$ cat src/dfp_pkg.sv
// Shared constants, types and codes for the depth frame preprocessor.
package dfp_pkg;

  // Default geometry, handed to the top-level parameters.
  localparam int DEF_RESIZE_ROWS = 60;
  localparam int DEF_RESIZE_COLS = 106;
  localparam int DEF_CROP_COLS   = 10;
  localparam int DEF_MAX_IN_DIM  = 4096;

  // Field widths.
  localparam int DIM_W     = 13;
  localparam int DEPTH_W   = 16;
  localparam int NORM_W    = 17;
  localparam int ROW_W     = 5;
  localparam int COL_W     = 6;
  localparam int COL_IDX_W = 8;   // covers pooled columns up to the largest resize width
  localparam int VAL_W     = 13;
  localparam int PAIR_W    = 14;
  localparam int SUM_W     = 15;

  // Config port.
  localparam int CFG_IDX_W = 1;
  localparam logic [CFG_IDX_W-1:0] REG_IN_HEIGHT = 1'b0;
  localparam logic [CFG_IDX_W-1:0] REG_IN_WIDTH  = 1'b1;
  localparam logic [DIM_W-1:0] IN_HEIGHT_RESET = 13'd480;
  localparam logic [DIM_W-1:0] IN_WIDTH_RESET  = 13'd640;

  // Pixel conditioning.
  localparam logic [VAL_W-1:0] INVALID_FILL = 13'd5000;
  localparam logic [VAL_W-1:0] CLAMP_LO     = 13'd100;
  localparam logic [VAL_W-1:0] CLAMP_HI     = 13'd5000;

  // Normalization: q = floor((S*4096 + 625) / 1250), out = q - 32768.
  localparam int SCALE_SHIFT = 12;
  localparam int NUM_W       = SUM_W + SCALE_SHIFT;
  localparam int ROUND_BIAS  = 625;
  localparam int DIVISOR     = 1250;
  localparam int RECIP_SHIFT = 37;
  localparam int RECIP_W     = 27;
  localparam logic [RECIP_W-1:0] RECIP_MUL =
    RECIP_W'((64'd1 << RECIP_SHIFT) / DIVISOR);
  localparam int PROD_W      = NUM_W + RECIP_W;
  localparam int QUO_W       = PROD_W - RECIP_SHIFT;
  localparam int REM_W       = QUO_W + 11;
  localparam int Q_W         = QUO_W + 1;
  localparam int NORM_OFFSET = 32768;

  // Queue between the front and back parts.
  localparam int QUEUE_DEPTH = 4;

  typedef enum logic [0:0] {
    OP_STORE = 1'b0,   // even resized row: park the horizontal pair
    OP_EMIT  = 1'b1    // odd resized row: finish the 2x2 block
  } op_t;

  typedef struct packed {
    op_t                  op;
    logic [COL_IDX_W-1:0] col;
    logic [PAIR_W-1:0]    pair;
    logic [ROW_W-1:0]     row;
    logic                 last;
  } qitem_t;

endpackage

$ cat src/dfp_pixel_if.sv
// Input channel carrying raw depth pixels.
interface dfp_pixel_if;
  import dfp_pkg::*;

  logic               valid;
  logic               ready;
  logic [DEPTH_W-1:0] depth_mm;
  logic               frame_start;

  modport source (output valid, output depth_mm, output frame_start, input ready);
  modport sink   (input valid, input depth_mm, input frame_start, output ready);
endinterface

$ cat src/dfp_pooled_if.sv
// Output channel carrying pooled, normalized depth pixels.
interface dfp_pooled_if;
  import dfp_pkg::*;

  logic                     valid;
  logic                     ready;
  logic signed [NORM_W-1:0] depth_norm;
  logic [ROW_W-1:0]         out_row;
  logic [COL_W-1:0]         out_col;
  logic                     frame_last;

  modport source (output valid, output depth_norm, output out_row, output out_col,
                  output frame_last, input ready);
  modport sink   (input valid, input depth_norm, input out_row, input out_col,
                  input frame_last, output ready);
endinterface

$ cat src/dfp_front.sv
// Front part: pixel clamp, resize selection, crop and horizontal pairing.
module dfp_front
  import dfp_pkg::*;
#(
  parameter int RESIZE_ROWS = DEF_RESIZE_ROWS,
  parameter int RESIZE_COLS = DEF_RESIZE_COLS,
  parameter int CROP_COLS   = DEF_CROP_COLS,
  parameter int MAX_IN_DIM  = DEF_MAX_IN_DIM
) (
  input  logic             clk,
  input  logic             rst,
  input  logic [DIM_W-1:0] in_height,
  input  logic [DIM_W-1:0] in_width,
  dfp_pixel_if.sink        depth,
  input  logic             full,
  output logic             push,
  output qitem_t           push_item
);

  localparam int RC_W   = $clog2(MAX_IN_DIM);
  localparam int EFF_W  = $clog2(MAX_IN_DIM + 1);
  localparam int CMP_W  = RC_W + 1;
  localparam int RA_W   = $clog2(RESIZE_ROWS * MAX_IN_DIM + 1);
  localparam int CA_W   = $clog2(RESIZE_COLS * MAX_IN_DIM + 1);
  localparam int RR_W   = $clog2(RESIZE_ROWS + 1);
  localparam int RCOL_W = $clog2(RESIZE_COLS + 1);
  localparam int KEPT_COLS = (RESIZE_COLS > 2 * CROP_COLS) ? RESIZE_COLS - 2 * CROP_COLS : 0;
  localparam int OUT_COLS  = KEPT_COLS / 2;
  localparam int OUT_ROWS  = RESIZE_ROWS / 2;

  logic [RC_W-1:0]   row_count, col_count;
  logic [RA_W-1:0]   row_acc, row_lim;
  logic [CA_W-1:0]   col_acc, col_lim;
  logic [RR_W-1:0]   rrow;
  logic [RCOL_W-1:0] rcol;
  logic [VAL_W-1:0]  half;

  logic [RC_W-1:0]   cur_rc, cur_cc;
  logic [RA_W-1:0]   cur_racc, cur_rlim;
  logic [CA_W-1:0]   cur_cacc, cur_clim;
  logic [RR_W-1:0]   cur_rr;
  logic [RCOL_W-1:0] cur_rcol;
  logic [VAL_W-1:0]  cur_half;

  logic [EFF_W-1:0]  h_eff, w_eff;
  logic [VAL_W-1:0]  v;
  logic              row_hit, col_hit, kept, accept, row_end, frame_end;
  logic [RCOL_W-1:0] kc;
  logic [RCOL_W-2:0] j;

  logic [RC_W-1:0]   row_count_next, col_count_next;
  logic [RA_W-1:0]   row_acc_next, row_lim_next;
  logic [CA_W-1:0]   col_acc_next, col_lim_next;
  logic [RR_W-1:0]   rrow_next;
  logic [RCOL_W-1:0] rcol_next;
  logic [VAL_W-1:0]  half_next;

  // Zero acts as one, anything above the maximum acts as the maximum.
  always_comb begin
    if (in_height == '0)                   h_eff = EFF_W'(1);
    else if (32'(in_height) > MAX_IN_DIM)  h_eff = EFF_W'(MAX_IN_DIM);
    else                                   h_eff = EFF_W'(in_height);
    if (in_width == '0)                    w_eff = EFF_W'(1);
    else if (32'(in_width) > MAX_IN_DIM)   w_eff = EFF_W'(MAX_IN_DIM);
    else                                   w_eff = EFF_W'(in_width);
  end

  always_comb begin
    if (depth.depth_mm == '0)                            v = INVALID_FILL;
    else if (depth.depth_mm < DEPTH_W'(CLAMP_LO))        v = CLAMP_LO;
    else if (depth.depth_mm > DEPTH_W'(CLAMP_HI))        v = CLAMP_HI;
    else                                                 v = VAL_W'(depth.depth_mm);
  end

  // A frame start mark clears the frame state before this pixel is used.
  always_comb begin
    if (depth.frame_start) begin
      cur_rc   = '0;
      cur_cc   = '0;
      cur_racc = '0;
      cur_cacc = '0;
      cur_rlim = RA_W'(RESIZE_ROWS);
      cur_clim = CA_W'(RESIZE_COLS);
      cur_rr   = '0;
      cur_rcol = '0;
      cur_half = '0;
    end else begin
      cur_rc   = row_count;
      cur_cc   = col_count;
      cur_racc = row_acc;
      cur_cacc = col_acc;
      cur_rlim = row_lim;
      cur_clim = col_lim;
      cur_rr   = rrow;
      cur_rcol = rcol;
      cur_half = half;
    end
  end

  assign row_hit = (32'(cur_rr) < RESIZE_ROWS) && (cur_racc < cur_rlim);
  assign col_hit = (32'(cur_rcol) < RESIZE_COLS) && (cur_cacc < cur_clim);
  assign kc      = cur_rcol - RCOL_W'(CROP_COLS);
  assign j       = kc[RCOL_W-1:1];
  assign kept    = row_hit && col_hit && (32'(cur_rcol) >= CROP_COLS) && (32'(j) < OUT_COLS);

  assign depth.ready = !full;
  assign accept      = depth.valid && !full;
  assign push        = accept && kept && kc[0];

  always_comb begin
    push_item.op   = cur_rr[0] ? OP_EMIT : OP_STORE;
    push_item.col  = COL_IDX_W'(j);
    push_item.pair = PAIR_W'(cur_half) + PAIR_W'(v);
    push_item.row  = ROW_W'(cur_rr >> 1);
    push_item.last = (32'(cur_rr >> 1) == OUT_ROWS - 1) && (32'(j) == OUT_COLS - 1);
  end

  assign row_end   = (CMP_W'(cur_cc) + CMP_W'(1)) >= CMP_W'(w_eff);
  assign frame_end = (CMP_W'(cur_rc) + CMP_W'(1)) >= CMP_W'(h_eff);

  always_comb begin
    row_count_next = cur_rc;
    row_acc_next   = cur_racc;
    row_lim_next   = cur_rlim;
    rrow_next      = cur_rr;
    half_next      = (kept && !kc[0]) ? v : cur_half;
    if (row_end) begin
      col_count_next = '0;
      col_lim_next   = CA_W'(RESIZE_COLS);
      col_acc_next   = '0;
      rcol_next      = '0;
      if (frame_end) begin
        row_count_next = '0;
        row_lim_next   = RA_W'(RESIZE_ROWS);
        row_acc_next   = '0;
        rrow_next      = '0;
        half_next      = '0;
      end else begin
        row_count_next = cur_rc + RC_W'(1);
        row_lim_next   = cur_rlim + RA_W'(RESIZE_ROWS);
        if (row_hit) begin
          rrow_next    = cur_rr + RR_W'(1);
          row_acc_next = cur_racc + RA_W'(h_eff);
        end
      end
    end else begin
      col_count_next = cur_cc + RC_W'(1);
      col_lim_next   = cur_clim + CA_W'(RESIZE_COLS);
      col_acc_next   = col_hit ? cur_cacc + CA_W'(w_eff) : cur_cacc;
      rcol_next      = col_hit ? cur_rcol + RCOL_W'(1) : cur_rcol;
    end
  end

  always_ff @(posedge clk) begin
    if (rst) begin
      row_count <= '0;
      col_count <= '0;
      row_acc   <= '0;
      col_acc   <= '0;
      row_lim   <= RA_W'(RESIZE_ROWS);
      col_lim   <= CA_W'(RESIZE_COLS);
      rrow      <= '0;
      rcol      <= '0;
      half      <= '0;
    end else if (accept) begin
      row_count <= row_count_next;
      col_count <= col_count_next;
      row_acc   <= row_acc_next;
      col_acc   <= col_acc_next;
      row_lim   <= row_lim_next;
      col_lim   <= col_lim_next;
      rrow      <= rrow_next;
      rcol      <= rcol_next;
      half      <= half_next;
    end
  end

endmodule

$ cat src/dfp_queue.sv
// Short FIFO of pairing operations between the front and back parts.
module dfp_queue
  import dfp_pkg::*;
(
  input  logic   clk,
  input  logic   rst,
  input  logic   push,
  input  qitem_t push_item,
  output logic   full,
  input  logic   pop,
  output qitem_t pop_item,
  output logic   empty
);

  localparam int PTR_W = (QUEUE_DEPTH > 1) ? $clog2(QUEUE_DEPTH) : 1;
  localparam int CNT_W = $clog2(QUEUE_DEPTH + 1);

  qitem_t           slots [QUEUE_DEPTH];
  logic [PTR_W-1:0] wr_ptr, rd_ptr;
  logic [CNT_W-1:0] count;

  assign full     = (count == CNT_W'(QUEUE_DEPTH));
  assign empty    = (count == '0);
  assign pop_item = slots[rd_ptr];

  always_ff @(posedge clk) begin
    if (push) slots[wr_ptr] <= push_item;
  end

  always_ff @(posedge clk) begin
    if (rst) begin
      wr_ptr <= '0;
      rd_ptr <= '0;
      count  <= '0;
    end else begin
      if (push) wr_ptr <= (wr_ptr == PTR_W'(QUEUE_DEPTH - 1)) ? '0 : wr_ptr + PTR_W'(1);
      if (pop)  rd_ptr <= (rd_ptr == PTR_W'(QUEUE_DEPTH - 1)) ? '0 : rd_ptr + PTR_W'(1);
      case ({push, pop})
        2'b10:   count <= count + CNT_W'(1);
        2'b01:   count <= count - CNT_W'(1);
        default: count <= count;
      endcase
    end
  end

endmodule

$ cat src/dfp_back.sv
// Back part: line store, vertical sum and Q.16 normalization pipeline.
module dfp_back
  import dfp_pkg::*;
#(
  parameter int RESIZE_COLS = DEF_RESIZE_COLS,
  parameter int CROP_COLS   = DEF_CROP_COLS
) (
  input  logic         clk,
  input  logic         rst,
  input  logic         empty,
  input  qitem_t       pop_item,
  output logic         pop,
  dfp_pooled_if.source pooled
);

  localparam int KEPT_COLS = (RESIZE_COLS > 2 * CROP_COLS) ? RESIZE_COLS - 2 * CROP_COLS : 0;
  localparam int OUT_COLS  = KEPT_COLS / 2;
  localparam int SLOTS     = (OUT_COLS > 0) ? OUT_COLS : 1;
  localparam int ADDR_W    = (SLOTS > 1) ? $clog2(SLOTS) : 1;

  logic [PAIR_W-1:0] line_store [SLOTS];
  logic [ADDR_W-1:0] addr;
  logic              adv;

  // Stage 1: line store read.
  logic              v1;
  logic [PAIR_W-1:0] rd1, pair1;
  logic [ROW_W-1:0]  row1;
  logic [COL_W-1:0]  col1;
  logic              last1;
  // Stage 2: scaled and biased sum.
  logic              v2;
  logic [NUM_W-1:0]  num2;
  logic [ROW_W-1:0]  row2;
  logic [COL_W-1:0]  col2;
  logic              last2;
  // Stage 3: reciprocal product.
  logic              v3;
  logic [NUM_W-1:0]  num3;
  logic [PROD_W-1:0] prod3;
  logic [ROW_W-1:0]  row3;
  logic [COL_W-1:0]  col3;
  logic              last3;

  logic [SUM_W-1:0]  sum1;
  logic [QUO_W-1:0]  quo;
  logic [REM_W-1:0]  rem;
  logic [Q_W-1:0]    q;

  assign adv  = !pooled.valid || pooled.ready;
  assign pop  = !empty && adv;
  assign addr = pop_item.col[ADDR_W-1:0];

  always_ff @(posedge clk) begin
    if (pop && pop_item.op == OP_STORE) line_store[addr] <= pop_item.pair;
    if (adv) rd1 <= line_store[addr];
  end

  assign sum1 = SUM_W'(rd1) + SUM_W'(pair1);

  // Quotient estimate is exact or one short; the remainder check fixes it.
  always_comb begin
    quo = prod3[PROD_W-1:RECIP_SHIFT];
    rem = REM_W'(num3) - REM_W'(quo) * REM_W'(DIVISOR);
    q   = Q_W'(quo) + ((rem >= REM_W'(DIVISOR)) ? Q_W'(1) : Q_W'(0));
  end

  always_ff @(posedge clk) begin
    if (adv) begin
      pair1 <= pop_item.pair;
      row1  <= pop_item.row;
      col1  <= COL_W'(pop_item.col);
      last1 <= pop_item.last;

      num2  <= (NUM_W'(sum1) << SCALE_SHIFT) + NUM_W'(ROUND_BIAS);
      row2  <= row1;
      col2  <= col1;
      last2 <= last1;

      prod3 <= PROD_W'(num2) * PROD_W'(RECIP_MUL);
      num3  <= num2;
      row3  <= row2;
      col3  <= col2;
      last3 <= last2;

      pooled.depth_norm <= $signed(NORM_W'(q - Q_W'(NORM_OFFSET)));
      pooled.out_row    <= row3;
      pooled.out_col    <= col3;
      pooled.frame_last <= last3;
    end
  end

  always_ff @(posedge clk) begin
    if (rst) begin
      v1           <= 1'b0;
      v2           <= 1'b0;
      v3           <= 1'b0;
      pooled.valid <= 1'b0;
    end else if (adv) begin
      v1           <= pop && pop_item.op == OP_EMIT;
      v2           <= v1;
      v3           <= v2;
      pooled.valid <= v3;
    end
  end

endmodule

$ cat src/depth_frame_preprocess_top.sv
// Streaming depth preprocessor: resize, crop, clamp, 2x2 average pool, Q.16 normalize.
//
// Depth pixels in millimeters arrive in raster order on the depth channel, one
// item per cycle at full rate. Zero (invalid) pixels become 5000 mm. A
// nearest-neighbor resize maps the in_height x in_width frame to 60x106,
// columns 10..95 are kept, values are clamped to 100..5000 mm, and each 2x2
// block yields one pooled item (S/20000 - 0.5 in Q.16) on the pooled channel,
// a 30x43 frame with frame_last on its final item. frame_start on a pixel
// restarts the frame at row 0, column 0; without it the counters wrap after
// the last input pixel. Program in_height and in_width only while idle; they
// should be at least 60 and 106. Throughput: one pixel per cycle; the depth
// channel holds ready low only while the four-entry operation queue is full,
// which happens only when the pooled channel is stalled. After its operation
// leaves the queue, a pooled item passes line store read, sum and scale,
// reciprocal multiply and remainder correction into the output register.
module depth_frame_preprocess_top
  import dfp_pkg::*;
#(
  parameter int RESIZE_ROWS = DEF_RESIZE_ROWS,
  parameter int RESIZE_COLS = DEF_RESIZE_COLS,
  parameter int CROP_COLS   = DEF_CROP_COLS,
  parameter int MAX_IN_DIM  = DEF_MAX_IN_DIM
) (
  input  logic                 clk,
  input  logic                 rst,
  input  logic                 cfg_wr_en,
  input  logic [CFG_IDX_W-1:0] cfg_index,
  input  logic [DIM_W-1:0]     cfg_data,
  dfp_pixel_if.sink            depth,
  dfp_pooled_if.source         pooled
);

  logic [DIM_W-1:0] in_height, in_width;

  // Front-to-back operation queue.
  logic   push, pop, full, empty;
  qitem_t push_item, pop_item;

  // Frame geometry registers.
  always_ff @(posedge clk) begin
    if (rst) begin
      in_height <= IN_HEIGHT_RESET;
      in_width  <= IN_WIDTH_RESET;
    end else if (cfg_wr_en) begin
      unique case (cfg_index)
        REG_IN_HEIGHT: in_height <= cfg_data;
        REG_IN_WIDTH:  in_width  <= cfg_data;
        default:       ;
      endcase
    end
  end

  // Front: classifies each pixel into store / emit operations.
  dfp_front #(
    .RESIZE_ROWS (RESIZE_ROWS),
    .RESIZE_COLS (RESIZE_COLS),
    .CROP_COLS   (CROP_COLS),
    .MAX_IN_DIM  (MAX_IN_DIM)
  ) u_front (
    .clk       (clk),
    .rst       (rst),
    .in_height (in_height),
    .in_width  (in_width),
    .depth     (depth),
    .full      (full),
    .push      (push),
    .push_item (push_item)
  );

  dfp_queue u_queue (
    .clk       (clk),
    .rst       (rst),
    .push      (push),
    .push_item (push_item),
    .full      (full),
    .pop       (pop),
    .pop_item  (pop_item),
    .empty     (empty)
  );

  // Back: line store and normalization, stalls only on the pooled channel.
  dfp_back #(
    .RESIZE_COLS (RESIZE_COLS),
    .CROP_COLS   (CROP_COLS)
  ) u_back (
    .clk      (clk),
    .rst      (rst),
    .empty    (empty),
    .pop_item (pop_item),
    .pop      (pop),
    .pooled   (pooled)
  );

endmodule
$ cat src/flat_wrapper.sv
// flat-port wrapper written by rule: the top's interface ports become plain ports
module depth_frame_preprocess_top_flat import dfp_pkg::*;
#(
  parameter int RESIZE_ROWS = DEF_RESIZE_ROWS,
  parameter int RESIZE_COLS = DEF_RESIZE_COLS,
  parameter int CROP_COLS   = DEF_CROP_COLS,
  parameter int MAX_IN_DIM  = DEF_MAX_IN_DIM
)
  (clk, rst, cfg_wr_en, cfg_index, cfg_data, depth_valid, depth_depth_mm, depth_frame_start, depth_ready, pooled_valid, pooled_depth_norm, pooled_out_row, pooled_out_col, pooled_frame_last, pooled_ready);
  dfp_pixel_if depth_i ();
  dfp_pooled_if pooled_i ();
  input  logic clk;
  input  logic rst;
  input  logic cfg_wr_en;
  input  logic [CFG_IDX_W-1:0] cfg_index;
  input  logic [DIM_W-1:0] cfg_data;
  input wire logic [$bits(depth_i.valid)-1:0] depth_valid;
  input wire logic [$bits(depth_i.depth_mm)-1:0] depth_depth_mm;
  input wire logic [$bits(depth_i.frame_start)-1:0] depth_frame_start;
  output wire logic [$bits(depth_i.ready)-1:0] depth_ready;
  output wire logic [$bits(pooled_i.valid)-1:0] pooled_valid;
  output wire logic [$bits(pooled_i.depth_norm)-1:0] pooled_depth_norm;
  output wire logic [$bits(pooled_i.out_row)-1:0] pooled_out_row;
  output wire logic [$bits(pooled_i.out_col)-1:0] pooled_out_col;
  output wire logic [$bits(pooled_i.frame_last)-1:0] pooled_frame_last;
  input wire logic [$bits(pooled_i.ready)-1:0] pooled_ready;
  assign depth_i.valid = depth_valid;
  assign depth_i.depth_mm = depth_depth_mm;
  assign depth_i.frame_start = depth_frame_start;
  assign depth_ready = depth_i.ready;
  assign pooled_valid = pooled_i.valid;
  assign pooled_depth_norm = pooled_i.depth_norm;
  assign pooled_out_row = pooled_i.out_row;
  assign pooled_out_col = pooled_i.out_col;
  assign pooled_frame_last = pooled_i.frame_last;
  assign pooled_i.ready = pooled_ready;
  depth_frame_preprocess_top #(.RESIZE_ROWS(RESIZE_ROWS), .RESIZE_COLS(RESIZE_COLS), .CROP_COLS(CROP_COLS), .MAX_IN_DIM(MAX_IN_DIM)) u_core (.clk(clk), .rst(rst), .cfg_wr_en(cfg_wr_en), .cfg_index(cfg_index), .cfg_data(cfg_data), .depth(depth_i), .pooled(pooled_i));
endmodule
$ cat config.mk
export PLATFORM = sky130hd
export DESIGN_NAME = depth_frame_preprocess_top_flat
export DESIGN_NICKNAME = d
export VERILOG_FILES = /design/src/dfp_pkg.sv /design/src/dfp_pixel_if.sv /design/src/dfp_pooled_if.sv /design/src/dfp_front.sv /design/src/dfp_queue.sv /design/src/dfp_back.sv /design/src/depth_frame_preprocess_top.sv /design/src/flat_wrapper.sv
export SDC_FILE = /design/constraint.sdc
export NUM_CORES = 2
export LEC_CHECK = 0
export ABC_AREA = 1
export BUFFER_PORTS_ARGS = -buffer_cell sky130_fd_sc_hd__buf_2
export CORE_UTILIZATION = 50
export DETAILED_ROUTE_END_ITERATION = 8
export GPL_ROUTABILITY_DRIVEN = 1
export PLACE_DENSITY_LB_ADDON = 0.12
export SLEW_MARGIN = 15
export SYNTH_ARGS = -nofsm -noshare
export SYNTH_HDL_FRONTEND = slang
export SYNTH_SLANG_ARGS = --single-unit
$ cat constraint.sdc
create_clock -name clk -period 7 [get_ports clk]
set_input_delay 0.7 -clock clk [delete_from_list [all_inputs] [get_ports clk]]
set_output_delay 0.7 -clock clk [all_outputs]
set_load 0.02 [all_outputs]
# Word level (Yosys, flattened, before mapping)
# Memories as Yosys holds them, arrays and structs flattened. A register that Yosys moved wholly into a read port is not among the register bits.
# Index checks and enable logic that the tools add are counted.
# op_classes
addsub,21
n_mul,2
n_lt_le_gt_ge,13
eq_ne,7
mux,46
bitwise,2
reduce_logical,25
# ops
cell,n
two-way mux 13 bit,11
two-way mux 18 bit,7
two-way mux 19 bit,5
two-way mux 12 bit,5
multiplier 27 x 26 -> 53 bit (second input constant),1
>= comparator 28 x 11 -> 1 bit (second input constant),1
subtractor 27 x 28 -> 28 bit,1
adder 27 x 10 -> 27 bit (second input constant),1
multiplier 17 x 10 -> 27 bit (second input constant),1
adder 12 x 1 -> 13 bit (second input constant),2
>= comparator 13 bit,2
> comparator 13 bit (second input constant),2
zero test 13 bit,2
adder 12 x 1 -> 12 bit (second input constant),2
two-way mux 6 bit,4
two-way mux 7 bit,3
adder 19 x 13 -> 19 bit,1
adder 19 x 7 -> 19 bit (second input constant),1
less-than comparator 19 bit,1
adder 18 x 13 -> 18 bit,1
adder 18 x 6 -> 18 bit (second input constant),1
less-than comparator 18 bit,1
adder 17 x 1 -> 17 bit,1
subtractor 17 x 16 -> 17 bit (second input constant),1
29 further kinds,58
# word_totals
ff_bits,347
ram_bits,710
in_bits,36
output_inout_bits,31
word_cells,153
memories,2
# memory_table
name,depth,width,read_ports,rd_clocked_by_memory_dff,wr,line_no,rtl
u_core.u_back.line_store,43,14,1,1,1,dfp_back.sv:21,logic [PAIR_W-1:0] line_store [SLOTS];
u_core.u_queue.slots,4,27,1,1,1,dfp_queue.sv:18,qitem_t slots [QUEUE_DEPTH];

# Longest topological paths before layout
# depth
word_depth,10
ltp_mapped,41
depth_no_buf,41

# Cells and area by module
# From an unflattened synthesis, not the netlist that was laid out.
# hier_totals
cells_unflattened,5584
area_unflattened_um2,57899.3
# modules_own_cells
mod,instances,cells_per_inst,area_each_um2,seq_area_each_um2
dfp_back,1,3225,40267.4,22361.4
dfp_front,1,1882,11553.6,2482.4
dfp_queue,1,341,5071.1,3663.5
depth_frame_preprocess_top,1,136,1007.2,520.5

# Worst setup path after synthesis
# No wires, ideal clock.
# synth_path
path_kind,register to register
startpoint,reg u_core.u_back.prod3[41]
endpoint,"reg u_core.u_back.pooled.depth_norm[16], data pin"
setup_time_ns,0.265
arrival_time_ns,6.601
required_ns,6.735
path_slack_ns,0.134
stages_incl_launch_ff,38
n_path_buf,0
period_less_slack_ns,6.866
cell_sequence,edfxtp_1 -> inv_1 -> fa_1 -> inv_1 -> ha_1 -> inv_1 -> fa_1 -> inv_1 -> ha_1 -> inv_1 -> fa_1 -> inv_1 -> ha_1 -> nand2_1 -> o21ai_0 -> a21o_1 -> a21oi_1 -> o21ai_0 -> (+2 left out) -> xnor2_1 -> ha_1 -> nand2_1 -> nor4_1 -> nand4_1 -> nand3_1 -> nand3_1 -> nor2_1 -> nand3_1 -> nor2_1 -> nand3_1 -> ha_1 -> ha_1 -> nand4_1 -> inv_1 -> nand4_1 -> o21ai_0 -> xor2_1
# synth_via
elab_chain_cells,6
# synth_rtl
element,line_no,rtl
start: declaration,dfp_back.sv:40,logic [PROD_W-1:0] prod3;
start signal: assignment,dfp_back.sv:80,prod3 <= PROD_W'(num2) * PROD_W'(RECIP_MUL);
multiplier 17 x 10 -> 27 bit,dfp_back.sv:64,rem = REM_W'(num3) - REM_W'(quo) * REM_W'(DIVISOR);
subtractor 27 x 28 -> 28 bit,dfp_back.sv:64,
>= comparator 28 x 11 -> 1 bit,dfp_back.sv:65,q = Q_W'(quo) + ((rem >= REM_W'(DIVISOR)) ? Q_W'(1) : Q_W'(0));
two-way mux 1 bit,dfp_back.sv:65,
adder 17 x 1 -> 17 bit (*),dfp_back.sv:65,
subtractor 17 x 16 -> 17 bit (*),dfp_back.sv:86,pooled.depth_norm <= $signed(NORM_W'(q - Q_W'(NORM_OFFSET)));
end signal: assignment,dfp_back.sv:86,
end: declaration,dfp_pooled_if.sv:12,"modport source (output valid, output depth_norm, output out_row, output out_col,"
# Every way passes the cells marked *; elsewhere a longest branch is shown, timed or not.
# A chain may end at the register's enable or synchronous reset.

# Final worst setup path
# layout_path
startpoint,reg u_core.u_back.prod3[42]
endpoint,"reg u_core.u_back.pooled.depth_norm[16], data pin"
# The elaborated chain is that of the path after synthesis.

==> results.txt <==
----------------------------------------------------
[Worst setup path]
  Source of the worst register-to-register timing path ... u_core.u_back.prod3[42]
  Top fanout value on the critical path ... 4
  Launching instance or port of the critical path ... u_core.u_back.prod3[42]
  Critical path class ... reg2reg
  Cell with the most instances on the worst path ... sky130_fd_sc_hd__inv_2
  Type of origin of the critical path ... register
  Critical-path cell with the highest stage delay ... sky130_fd_sc_hd__fa_1
  Maximum single-stage delay on the critical path ... 550 ps
  Arrival time of the worst setup path ... 7190 ps
  Nature of the critical path endpoint ... register
  Buf+Inv Stages, Crit Path ... 7
  Kind of cell adding the most delay to the critical path ... adder cells
  Worst path required time ... 7420 ps

[Global routing]
  Number of global-route vias before repair ... 38.77k
  Maximum number of pins on one net before global-route repair ... 85
  Global-route wire length before repair ... 219.1 mm
  Antenna violations before repair ... 2
  Global Route Usage Sum ... 24.96%
  Remaining Overflow, GRT ... 0

[Synthesis]
  Post-synth ARST share ... 0%
  Post-synth EDFFs ... 850
  Distinct cells, synth ... 65
  Avg Inst Size Synth ... 10.52 um2
  Ys flop type ... sky130_fd_sc_hd__edfxtp_1
  Number of flip-flops and latches in the synthesized netlist ... 1013
  Count of warnings emitted by yosys ... 0
  Sequential area share after synthesis ... 51.13%
  Cell Area, Synth ... 0.05631 mm2
  Post-Synthesis Cells ... 5354
  Total nets after synthesis ... 6039

[Clocking]
  Clock-pin slew on the worst setup and hold paths ... 80 ps
  TritonCTS Buffers ... 104
  Hold buffer count at CTS ... 0
  H-tree lvl count ... 3
  Clock Tree Buf Depth ... 3
  Clock sinks ... 1013
  CTS tree ... done
  Insertion delay of the later-clocked pin in the worst-skew pair ... 710 ps
  Cell at the root of the clock tree ... sky130_fd_sc_hd__clkbuf_16

[Min path]
  Path category of the worst min-delay check ... in2reg
  Startpoint of the lowest-slack hold path ... cfg_data[8]

[Floorplan]
  Core Rows ... 122
  Die Y ... 337.6 um
  Area of the die ... 0.1140 mm2
  Placeable core area ... 0.1111 mm2
  I/O pin count ... 67
  Die X ... 337.6 um
  Initial core utilization ... 50.67%

[STA]
  Clock Skew ... 56.73 ps
  Final worst-path cycle share ... 96.71%
  Final Slew Violations ... 0
  Slew at the pin with the worst max-slew slack ... 1163 ps
  Number of hold-slack violations in the final timing report ... 0
  Fmax ... 147.7 MHz
  Setup repair after global routing missed its margin ... yes
  Number of failing setup endpoints in the final timing report ... 0
  Worst hold slack after final layout ... 295.9 ps
  Post-route minimum period ... 6770 ps
  Worst relative slew slack ... 22.29%

[Placed design]
  HPWL Detailed ... 94.55 mm
  Count of port buffers added during placement ... 66
  Placer's final routability congestion estimate ... 0.8707

[Final layout]
  Share of layout cells above drive strength 1 ... 10.18%
  Final core utilization ... 57.08%
  Layout overhead on the synthesized area ... 12.66%
  Number of filler instances in the final layout ... 9558
  Number of nets in the layout ... 6248
  Antenna cells ... 0

[Routing]
  Residual DRC count ... 0
  Post-DR vias/cell ... 5.491
  Post-route ant nets ... 0
  Via count ... 39.19k
  Final routed wire length divided by cell count ... 19.83 um
  Detailed-router iteration count before antenna repair ... 6
  1st-iter DRT viols ... 3103
  Total wire length ... 141.5 mm

[Flow run]
  Max_cap viols ... 0

[Status]
  Result of the run ... finished, final reports clean

----------------------------------------------------
-- area by class of cell --
type	instances	area (um2)	share of cell area [%]
Sequential cell	1013	28790	45.38
Multi-Input combinational cell	3416	24540	38.69
Inverter	768	2898	4.568
Clock buffer	132	2799	4.412
Timing Repair Buffer	260	1864	2.939
Tap cell	1488	1862	2.935
Clock inverter	61	683.2	1.077
-- through the flow --
step	setup TNS [ps]	cell area [um2]	std cells	setup slack, ps
after detailed placement	-3805	59460	6936	-498.6
after global placement	-2242	59460	6936	-363.1
final	0	63440	7138	230.0
after floorplan	0	56310	5354	134.3
after global routing	-547.3	63440	7138	-186.8
after CTS	0	63070	7130	4.468
-- worst paths after layout --
kind                                                             to  slack, ps  cells past startpoint
worst max-delay path            u_core.u_back.pooled.depth_norm[16]        230                     36
worst min register to register      u_core.u_back.pooled.out_row[3]        400                      0
worst min-delay path                            u_core.in_height[8]        300                      3
worst max register to register  u_core.u_back.pooled.depth_norm[16]        230                     36
-- cells in the mapped netlist, drive strengths merged, types with 36 or more instances --
| cell type | count | area [um2] |
|---|---|---|
| nand2 | 860 | 3268 |
| edfxtp | 850 | 25520 |
| xnor2 | 41 | 359.1 |
| buf | 88 | 510.5 |
| nand3 | 214 | 1094 |
| a22oi | 156 | 1171 |
| nor2 | 415 | 1593 |
| nand4 | 93 | 581.8 |
| dfxtp | 163 | 3263 |
| a21oi | 321 | 1607 |
| xor2 | 92 | 813.3 |
| o21ai | 251 | 1260 |
| ha | 439 | 5493 |
| inv | 767 | 2887 |
| clkbuf | 69 | 259.0 |
| fa | 210 | 4204 |
| nor3 | 36 | 185.2 |
| a221oi | 36 | 334.1 |
| a22o | 47 | 411.6 |
-- tightest hold or removal path, cell delays in order --
cell                      delay (ps)
sky130_fd_sc_hd__buf_2           100
sky130_fd_sc_hd__nand2_1          50
sky130_fd_sc_hd__nand3_1          70
-- what timing repair did --
item,CTS,global route
pin swaps,13,44
endpoints found under the setup margin,16,16
buffers inserted,1,8
resized for setup,35,62
-- registers in the layout, indices dropped and copies added (netlist names), 7 cells and up, named ones only --
| register | count |
|---|---|
| u_core.u_back.line_store | 602 |
| u_core.u_queue.slots | 108 |
| u_core.u_front.col_acc | 19 |
| u_core.u_front.col_lim | 19 |
| u_core.u_front.row_acc | 18 |
| u_core.u_front.row_lim | 18 |
| u_core.u_back.pooled.depth_norm | 17 |
| u_core.u_back.prod3 | 17 |
| u_core.u_back.num2 | 15 |
| u_core.u_back.num3 | 15 |
| u_core.u_back.pair1 | 14 |
| u_core.u_back.rd1 | 14 |
| u_core.in_height | 13 |
| u_core.in_width | 13 |
| u_core.u_front.half | 13 |
| u_core.u_front.col_count | 12 |
| u_core.u_front.row_count | 12 |
| u_core.u_front.rcol | 7 |
-- metal layers --
| metal | part of all wire (%) | vias to the layer above | track usage [%] | routed length (um) |
|---|---|---|---|---|
| met5 | 0.0092 | - | 0 | 13 |
| met4 | 2.4 | 2 | 6.768 | 3383 |
| met3 | 5.1 | 191 | 3.092 | 7174 |
| met2 | 48 | 961 | 41.97 | 67910 |
| met1 | 45 | 19130 | 34.05 | 63040 |
| li1 | - | 18910 | - | - |
-- placed cells by master (no fill, tap or decap), types with 20 or more instances in the layout --
| cell type | synthesis | routed |
|---|---|---|
| sky130_fd_sc_hd__nand3_1 | 211 | 210 |
| sky130_fd_sc_hd__o21ai_0 | 234 | 224 |
| sky130_fd_sc_hd__a22o_1 | 47 | 47 |
| sky130_fd_sc_hd__nand4_1 | 93 | 93 |
| sky130_fd_sc_hd__o211ai_1 | 35 | 35 |
| sky130_fd_sc_hd__fa_1 | 210 | 210 |
| sky130_fd_sc_hd__nor3_1 | 35 | 34 |
| sky130_fd_sc_hd__nand2_1 | 846 | 839 |
| sky130_fd_sc_hd__a221oi_1 | 33 | 33 |
| sky130_fd_sc_hd__a21oi_1 | 321 | 305 |
| sky130_fd_sc_hd__inv_2 | 15 | 29 |
| sky130_fd_sc_hd__buf_2 | 69 | 65 |
| sky130_fd_sc_hd__edfxtp_1 | 850 | 850 |
| sky130_fd_sc_hd__clkbuf_1 | 69 | 20 |
| sky130_fd_sc_hd__ha_1 | 439 | 423 |
| sky130_fd_sc_hd__a31oi_1 | 29 | 28 |
| sky130_fd_sc_hd__clkinv_1 | 1 | 21 |
| sky130_fd_sc_hd__inv_1 | 749 | 733 |
| sky130_fd_sc_hd__clkbuf_16 | 0 | 105 |
| sky130_fd_sc_hd__xnor2_1 | 41 | 40 |
| sky130_fd_sc_hd__a22oi_1 | 156 | 156 |
| sky130_fd_sc_hd__xor2_1 | 91 | 88 |
| sky130_fd_sc_hd__dfxtp_1 | 163 | 162 |
| sky130_fd_sc_hd__nor2_1 | 412 | 392 |
| sky130_fd_sc_hd__buf_4 | 7 | 189 |
-- cell families after synthesis --
group | Yosys count | synth area share, %
adders and majority gates | 649 | 17.22
AOI/OAI and AO/OA | 965 | 10.49
DFF | 1013 | 51.13
xor gates and xnor gates | 133 | 2.082
buffers and inverters | 925 | 6.500
and+or+nand+nor | 1669 | 12.58
Power is left out: the tool's default activity adds up to more than one toggle a clock period on the data nets, which glitch-free logic cannot reach.
